File: src/rtl/clook_pkg.sv
// ----------------------------------------------------------------------------
// C-LOOK scheduler package
// Shared widths, codes and word types of the C-LOOK disk scheduler.
// ----------------------------------------------------------------------------
package clook_pkg;

  localparam int unsigned MAX_REQUESTS_DEF = 32;
  localparam int unsigned TRACK_W          = 16;
  localparam int unsigned TCOUNT_W         = 17;
  localparam int unsigned TOTAL_W          = 22;
  localparam int unsigned REQTOT_W         = 6;
  localparam int unsigned APB_AW           = 3;
  localparam int unsigned APB_DW           = 32;

  localparam logic [TCOUNT_W-1:0] TRACK_COUNT_RESET = 17'h10000;

  // Word index of the track count register (byte address 0).
  localparam logic REG_TRACK_COUNT = 1'b0;

  typedef enum logic [1:0] {
    STATUS_MOVE  = 2'd0,
    STATUS_RANGE = 2'd1,
    STATUS_FULL  = 2'd2,
    STATUS_EMPTY = 2'd3
  } status_e;

  typedef struct packed {
    logic               func;
    logic [TRACK_W-1:0] track;
    logic               batch_end;
  } in_word_t;

  typedef struct packed {
    status_e             status;
    logic [TRACK_W-1:0]  from_track;
    logic [TRACK_W-1:0]  to_track;
    logic [TRACK_W-1:0]  seek;
    logic [TOTAL_W-1:0]  total_seek;
    logic [REQTOT_W-1:0] request_total;
    logic                final_res;
  } out_word_t;

  typedef struct packed {
    logic               valid;
    logic [TRACK_W-1:0] val;
  } cell_t;

  typedef enum logic [1:0] {
    CELL_HOLD   = 2'd0,
    CELL_INSERT = 2'd1,
    CELL_SHIFT  = 2'd2
  } cell_op_e;

  typedef struct packed {
    cell_op_e           op;
    logic [TRACK_W-1:0] data;
    logic               recycle;
  } cell_ctrl_t;

endpackage

File: src/rtl/clook_disk_scheduler.sv
// ----------------------------------------------------------------------------
// C-LOOK disk scheduler
// Collects a head track and a batch of requests, then issues C-LOOK moves.
// ----------------------------------------------------------------------------
// Words with func 0 set the head track and words with func 1 add a request;
// each input word is taken while the block loads and the output register is free,
// and a request is sorted into a chain of MAX_REQUESTS cells in the same cycle.
// A word whose track is not below track_count, or a request that finds the
// chain full, is dropped and answered with a status word. The word that
// carries batch_end starts the schedule: with m stored requests of which k lie
// below the head, the chain first rotates those k requests to its tail, one
// cell shift per cycle, then issues the m moves at one per cycle as long as
// the consumer takes them, and new input words wait until the final move has
// been loaded. An empty batch gives a single status word. The final move
// carries the total seek and the head-plus-requests count. Track count is an
// APB register at byte address 0, reset to 65536.
module clook_disk_scheduler
  import clook_pkg::*;
#(
  parameter int unsigned MAX_REQUESTS = MAX_REQUESTS_DEF
) (
  input  logic              clk_i,
  input  logic              rst_ni,
  input  logic              in_valid_i,
  output logic              in_ready_o,
  input  in_word_t          in_word_i,
  output logic              out_valid_o,
  input  logic              out_ready_i,
  output out_word_t         out_word_o,
  input  logic              psel,
  input  logic              penable,
  input  logic              pwrite,
  input  logic [APB_AW-1:0] paddr,
  input  logic [APB_DW-1:0] pwdata,
  output logic [APB_DW-1:0] prdata,
  output logic              pready
);

  localparam int unsigned CNT_W = $clog2(MAX_REQUESTS + 1);

  typedef enum logic [3:0] {
    ST_LOAD   = 4'b0001,
    ST_ROTATE = 4'b0010,
    ST_EMIT   = 4'b0100,
    ST_EMPTY  = 4'b1000
  } state_e;

  state_e              state_q, state_d;
  logic [TCOUNT_W-1:0] tcount_q;
  logic [TRACK_W-1:0]  head_q, head_d;
  logic [CNT_W-1:0]    stored_q, stored_d;
  logic [CNT_W-1:0]    cnt_q, cnt_d;
  logic [TRACK_W-1:0]  prev_q, prev_d;
  logic [TOTAL_W-1:0]  total_q, total_d;
  logic                out_valid_q, out_valid_d;
  out_word_t           out_q, out_d;

  cell_ctrl_t          ctrl;
  cell_t               chain [MAX_REQUESTS];

  logic                out_free, accept, out_of_range, full, insert;
  logic [CNT_W-1:0]    stored_inc;
  logic [TRACK_W-1:0]  seek;
  logic [TOTAL_W-1:0]  total_sum;
  logic                last_move;

  // --------------------------------------------------------------------------
  // Configuration port
  // --------------------------------------------------------------------------
  assign pready = 1'b1;
  assign prdata = (paddr[2] == REG_TRACK_COUNT) ? APB_DW'(tcount_q) : '0;

  always_ff @(posedge clk_i or negedge rst_ni) begin
    if (!rst_ni) begin
      tcount_q <= TRACK_COUNT_RESET;
    end else if (psel && penable && pwrite && pready && (paddr[2] == REG_TRACK_COUNT)) begin
      tcount_q <= pwdata[TCOUNT_W-1:0];
    end
  end

  // --------------------------------------------------------------------------
  // Sorting chain. Cell 0 sees a valid zero on its left so that a new track
  // always lands there when the chain is empty or the track is the smallest.
  // --------------------------------------------------------------------------
  for (genvar i = 0; i < MAX_REQUESTS; i++) begin : g_cell
    cell_t left, right;
    if (i == 0) begin : g_first
      assign left = '{valid: 1'b1, val: '0};
    end else begin : g_left
      assign left = chain[i-1];
    end
    if (i == MAX_REQUESTS - 1) begin : g_last
      assign right = '0;
    end else begin : g_right
      assign right = chain[i+1];
    end
    clook_cell u_cell (
      .clk_i   (clk_i),
      .rst_ni  (rst_ni),
      .ctrl_i  (ctrl),
      .left_i  (left),
      .right_i (right),
      .cell_o  (chain[i])
    );
  end

  // --------------------------------------------------------------------------
  // Control
  // --------------------------------------------------------------------------
  assign out_free     = !out_valid_q || out_ready_i;
  assign in_ready_o   = (state_q == ST_LOAD) && out_free;
  assign accept       = in_valid_i && in_ready_o;
  assign out_of_range = {1'b0, in_word_i.track} >= tcount_q;
  assign full         = (stored_q == CNT_W'(MAX_REQUESTS));
  assign insert       = accept && !out_of_range && in_word_i.func && !full;
  assign stored_inc   = stored_q + CNT_W'(insert);

  // Moves within the upper or lower run go up; the wrap move goes down.
  assign seek      = (chain[0].val >= prev_q) ? (chain[0].val - prev_q)
                                              : (prev_q - chain[0].val);
  assign total_sum = total_q + TOTAL_W'(seek);
  assign last_move = (CNT_W'(cnt_q + 1'b1) == stored_q);

  always_comb begin
    state_d     = state_q;
    head_d      = head_q;
    stored_d    = stored_q;
    cnt_d       = cnt_q;
    prev_d      = prev_q;
    total_d     = total_q;
    out_valid_d = out_valid_q && !out_ready_i;
    out_d       = out_q;
    ctrl        = '{op: CELL_HOLD, data: in_word_i.track, recycle: 1'b0};

    case (state_q)
      ST_LOAD: begin
        if (accept) begin
          if (out_of_range || (in_word_i.func && full)) begin
            out_valid_d         = 1'b1;
            out_d               = '0;
            out_d.status        = out_of_range ? STATUS_RANGE : STATUS_FULL;
            out_d.from_track    = in_word_i.track;
            out_d.to_track      = in_word_i.track;
          end else if (!in_word_i.func) begin
            head_d = in_word_i.track;
          end
          if (insert) begin
            ctrl.op = CELL_INSERT;
          end
          stored_d = stored_inc;
          if (in_word_i.batch_end) begin
            cnt_d   = '0;
            state_d = (stored_inc == '0) ? ST_EMPTY : ST_ROTATE;
          end
        end
      end
      ST_ROTATE: begin
        // Requests below the head go to the tail, in order.
        if ((cnt_q != stored_q) && (chain[0].val < head_q)) begin
          ctrl    = '{op: CELL_SHIFT, data: chain[0].val, recycle: 1'b1};
          cnt_d   = cnt_q + 1'b1;
        end else begin
          cnt_d   = '0;
          prev_d  = head_q;
          total_d = '0;
          state_d = ST_EMIT;
        end
      end
      ST_EMIT: begin
        if (out_free) begin
          ctrl              = '{op: CELL_SHIFT, data: chain[0].val, recycle: 1'b0};
          out_valid_d       = 1'b1;
          out_d             = '0;
          out_d.status      = STATUS_MOVE;
          out_d.from_track  = prev_q;
          out_d.to_track    = chain[0].val;
          out_d.seek        = seek;
          prev_d            = chain[0].val;
          total_d           = total_sum;
          cnt_d             = cnt_q + 1'b1;
          if (last_move) begin
            out_d.total_seek    = total_sum;
            out_d.request_total = REQTOT_W'(stored_q) + REQTOT_W'(1);
            out_d.final_res     = 1'b1;
            stored_d            = '0;
            state_d             = ST_LOAD;
          end
        end
      end
      ST_EMPTY: begin
        if (out_free) begin
          out_valid_d         = 1'b1;
          out_d               = '0;
          out_d.status        = STATUS_EMPTY;
          out_d.from_track    = head_q;
          out_d.to_track      = head_q;
          out_d.request_total = REQTOT_W'(1);
          out_d.final_res     = 1'b1;
          state_d             = ST_LOAD;
        end
      end
      default: begin
        state_d = ST_LOAD;
      end
    endcase
  end

  always_ff @(posedge clk_i or negedge rst_ni) begin
    if (!rst_ni) begin
      state_q     <= ST_LOAD;
      head_q      <= '0;
      stored_q    <= '0;
      cnt_q       <= '0;
      out_valid_q <= 1'b0;
    end else begin
      state_q     <= state_d;
      head_q      <= head_d;
      stored_q    <= stored_d;
      cnt_q       <= cnt_d;
      out_valid_q <= out_valid_d;
    end
  end

  always_ff @(posedge clk_i) begin
    prev_q  <= prev_d;
    total_q <= total_d;
    out_q   <= out_d;
  end

  assign out_valid_o = out_valid_q;
  assign out_word_o  = out_q;

  // --------------------------------------------------------------------------
  // Assertions
  // --------------------------------------------------------------------------
  a_stored_bound : assert property (@(posedge clk_i) disable iff (!rst_ni)
    stored_q <= CNT_W'(MAX_REQUESTS))
    else $error("stored request count exceeds the chain length");

  a_rotate_nonempty : assert property (@(posedge clk_i) disable iff (!rst_ni)
    (state_q == ST_ROTATE) |-> (stored_q != '0) && chain[0].valid)
    else $error("rotation started on an empty chain");

  a_emit_cell_valid : assert property (@(posedge clk_i) disable iff (!rst_ni)
    (state_q == ST_EMIT) |-> chain[0].valid)
    else $error("move issued from an empty cell");

  a_final_clears : assert property (@(posedge clk_i) disable iff (!rst_ni)
    (state_q == ST_EMIT && out_free && last_move)
      |=> (state_q == ST_LOAD) && (stored_q == '0) && out_word_o.final_res
          && !chain[0].valid)
    else $error("schedule did not drain the chain on its final move");

endmodule

File: src/rtl/clook_cell.sv
// ----------------------------------------------------------------------------
// C-LOOK sorting cell
// One slot of the sorted request chain: insertion by compare against the
// broadcast track, and a shift toward the head of the chain with recycling.
// ----------------------------------------------------------------------------
module clook_cell
  import clook_pkg::*;
(
  input  logic       clk_i,
  input  logic       rst_ni,
  input  cell_ctrl_t ctrl_i,
  input  cell_t      left_i,
  input  cell_t      right_i,
  output cell_t      cell_o
);

  logic               valid_q, valid_d;
  logic [TRACK_W-1:0] val_q, val_d;

  always_comb begin
    valid_d = valid_q;
    val_d   = val_q;
    case (ctrl_i.op)
      CELL_INSERT: begin
        // Entries at or below the new track stay; the rest move up one slot.
        if (!(valid_q && (val_q <= ctrl_i.data))) begin
          if (left_i.valid && (left_i.val > ctrl_i.data)) begin
            valid_d = 1'b1;
            val_d   = left_i.val;
          end else if (left_i.valid) begin
            valid_d = 1'b1;
            val_d   = ctrl_i.data;
          end
        end
      end
      CELL_SHIFT: begin
        // The current tail takes the recycled entry, if there is one.
        if (right_i.valid) begin
          valid_d = 1'b1;
          val_d   = right_i.val;
        end else if (valid_q) begin
          valid_d = ctrl_i.recycle;
          val_d   = ctrl_i.data;
        end
      end
      default: ;
    endcase
  end

  always_ff @(posedge clk_i or negedge rst_ni) begin
    if (!rst_ni) begin
      valid_q <= 1'b0;
    end else begin
      valid_q <= valid_d;
    end
  end

  always_ff @(posedge clk_i) begin
    val_q <= val_d;
  end

  assign cell_o = '{valid: valid_q, val: val_q};

endmodule

File: config.mk
export PLATFORM = sky130hd
export DESIGN_NAME = clook_disk_scheduler
export DESIGN_NICKNAME = d
export VERILOG_FILES = /design/src/rtl/clook_pkg.sv /design/src/rtl/clook_disk_scheduler.sv /design/src/rtl/clook_cell.sv
export SDC_FILE = /design/constraint.sdc
export NUM_CORES = 2
export LEC_CHECK = 0
export BUFFER_PORTS_ARGS = -buffer_cell sky130_fd_sc_hd__buf_2
export CAP_MARGIN = 20
export CELL_PAD_IN_SITES_DETAIL_PLACEMENT = 1
export CELL_PAD_IN_SITES_GLOBAL_PLACEMENT = 1
export CORE_UTILIZATION = 40
export CTS_CLUSTER_DIAMETER = 60
export DETAILED_ROUTE_END_ITERATION = 10
export GPL_TIMING_DRIVEN = 0
export PLACE_DENSITY_LB_ADDON = 0.05
export SYNTH_ARGS = -nofsm -noshare
export SYNTH_HDL_FRONTEND = slang
export SYNTH_SLANG_ARGS = --single-unit
export TNS_END_PERCENT = 100
File: constraint.sdc
create_clock -name clk_i -period 13.05 [get_ports clk_i]
set_input_delay 1.305 -clock clk_i [delete_from_list [all_inputs] [get_ports clk_i]]
set_output_delay 1.305 -clock clk_i [all_outputs]
set_load 0.01 [all_outputs]
==> qor.yml <==
status: "complete, no violations"
worst_setup_path_end_kind: "register"
final_core_util_pct: 46.2
cp.required_ps: 13500
cts_buffers: 114
syn_inst: 5487
num-fill-cells: 14800
antenna_found_initial: 2
dp_cells: 7447
coreArea_mm2: 0.132
synth_flop_cell: "edfxtp_1"
htreeDepth: 3
cp_common_cell: "a21o_1"
setup_viol: 0
power.total_mw: 15.7
fin_tns_setup_ps: 0
drive_above_1_share_pct: 11.0
post_cts_resized: 0
ys_types: 72
r2r_slack_ps: 5050
p_sw_share_pct: 45.9
r2r-start: "g_cell[0].u_cell.val_q[1]"
synth_top_area_cell: "edfxtp_1"
place_hpwl_um: 177000
whs_ps: 503
p_int_mw: 8.49
slowest_delay_ps: 1000
cts_sinks: 711
first_pass_iters: 5
ys_seq_area_share_pct: 39.2
die_y_um: 367
cts_tree: "done"
first_global_vias: 49800
period_needed_ps: 8000
grt_pass1_wl_um: 339000
power_frac_seq_pct: 28.0
wl_um: 232000
initial_core_util_pct: 40.4
vias: 48100
leakagePower_nw: 25.6
overflow: 0
worstPathCellList: "ha_1 -> a21o_1 -> a211oi_2 -> o211ai_1 -> a211oi_4 -> nor2_2 -> inv_2 -> mux2_2 -> buf_2 -> inv_2 -> buf_12 -> ha_1 -> a21o_1 -> a21o_1 -> a21oi_1 -> nor2_1 -> a2111oi_0 -> nor2_1 -> nand2_1 -> buf_4 -> mux2i_1 -> o22ai_1"
p_comb_share_pct: 52.1
cp_max_fo: 18
cts_buffer_depth: 3
wl_per_cell_um: 30.3
cts_hold_buffers: 0
cts_setup_buffers: 0
fin_area_mm2: 0.0610
crit_end: "g_cell[14].u_cell.val_q[10]"
p_switching_mw: 7.21
drv_slew: 0
place_congestion: 0.920
rr_worst_depth: 22
vdd_drop_max_mv: 0.113
syn_to_final_growth_pct: 14.4
skew_ps: 39.6
rsz0062_at_grt: "no"
ys_top_cells_by_area: "edfxtp_1, ha_1, mux2i_1"
synth_edf_count: 629
post_drt_via_cell_ratio: 6.28
port_buffers: 139
timing.final.hold_violations: 0
timing.rr.end: "g_cell[14].u_cell.val_q[10]"
max_slew_margin_pct: 13.3
clk_latency_ps: 740
min_period_over_period_pct: 61.3
power.density_mw_per_mm2: 257
layout_common_cells: "o21ai_0, nor2_1, edfxtp_1"
path_class: "register to register"
worst_hold_path_type: "register to register"
fin_ws_ps: 5050
critical_path.slowest_cell: "a2111oi_0"
synthesis.area_mm2: 0.0534
hold_depth: 1
tightest_slew_ps: 1300
dpl_cell_area_mm2: 0.0572
die_area_mm2: 0.135
synthArstFlopShare_pct: 11.5
synth-seq-cells: 711
cp-start-kind: "register"
drc: 0
final_cells: 7664
arrival_ps: 8450
max_freq_mhz: 125
fp.dieW_um: 367
gr-usage-all-layers_pct: 33.6
multiInputGateArea_mm2: 0.0302
grt_max_degree: 53
cts_root_buf: "clkbuf_16"
drtAntennaViolNets: 0
cp-startpoint: "g_cell[0].u_cell.val_q[1]"
ioPinCount: 174
ys_warn_count: 0
drt_iter0_drc: 4099
preCtsSetupSlack_ps: 5240
rows: 133
clk_pin_slew_ps: 50
fin_nets: 6471
synth.avg_cell_area_um2: 9.73
seq_area_mm2: 0.0209
drv_cap: 0
layout_commonest_cell: "o21ai_0"
yosys.area.top_type_share_pct: 35.4
clkPwrFrac_pct: 19.8
metal layers:
metal	wire (um)	vias up	GRT usage, %
met5	28	-	0
met4	11600	4	14.8
met1	99600	24400	43.7
li1	-	21500	-
met3	12800	531	4.51
met2	108000	1717	55.6
power by group through the flow:
stage	Sequential, mW	Combinational (mW)	Clock, mW
final	4.40	8.18	3.11
after global routing	4.46	8.86	3.21
after CTS	4.38	8.07	3.14
after detailed placement	4.43	8.02	0
after global placement	4.47	7.62	0
after floorplan	4.12	5.33	0
registers in the layout, summed over array words and instances, names as in the netlist:
register	cells
out_valid_o	1
head_q	16
total_q	22
out_word_o	79
cnt_q	6
tcount_q	17
prev_q	16
state_q	4
g_cell.u_cell.valid_q	32
g_cell.u_cell.val_q	512
stored_q	6
cell type report:
class | instances | area share (%)
Buffer | 411 | 2.99
Inverter | 179 | 1.10
Multi-Input combinational cell | 4200 | 49.4
Clock inverter | 69 | 1.16
Sequential cell | 711 | 34.3
Antenna cell | 1 | 0.00410
Timing Repair Buffer | 194 | 2.33
Clock buffer | 144 | 5.09
Tap cell | 1755 | 3.60
cell families (layout without fill, tap and decap cells):
group	Yosys count	in the layout	synth area share (%)
other	2	17	0.0141
flip-flops	711	711	39.2
multiplexers	583	583	11.2
XOR/XNOR	48	48	0.788
buffers and inverters	590	997	4.67
AO/OA/AOI/OAI	1798	1798	20.3
adder cells (fa/ha/maj)	600	600	14.1
AND/OR/NAND/NOR	1155	1155	9.71
critical path: cells and delay by family (launching register included):
family / cells / cell delay [ps]
multiplexers: 2 / 770
AO/OA/AOI/OAI: 9 / 2940
adder cells (fa/ha/maj): 2 / 650
buffers and inverters: 5 / 1690
flip-flops: 1 / 790
AND/OR/NAND/NOR: 4 / 740
synthesized netlist by cell type (10+ instances only):
cell,count
or2_2,11
a21oi_1,205
a31oi_1,36
ha_1,597
xnor2_1,28
o211ai_1,30
a2111oi_0,43
o21a_1,82
nand3_1,28
edfxtp_1,629
buf_2,86
nor3_1,35
a21o_1,143
and2_1,19
nor4_1,15
buf_4,40
nand2_1,160
xor2_1,20
a211o_1,10
inv_1,172
a211oi_1,24
and3_1,11
nand2b_1,24
nor2_1,653
clkbuf_1,278
dfrtp_1,80
mux2_2,55
a22oi_1,16
mux2_4,10
o21ai_0,665
nand4_1,118
o31ai_1,17
o22ai_1,470
mux2i_1,518
nor2b_1,53
how the worst min path moves through the flow:
stage | start | end | slack [ps]
3_5_place_dp | tcount_q[5] | tcount_q[5] | 490
4_1_cts | tcount_q[5] | tcount_q[5] | 510
5_1_grt | tcount_q[12] | tcount_q[12] | 530
6_report | tcount_q[7] | tcount_q[7] | 500
2_1_floorplan | cnt_q[5] | cnt_q[5] | 470
3_3_place_gp | tcount_q[9] | tcount_q[9] | 490
Note: power is estimated with default switching activity, not from simulation.
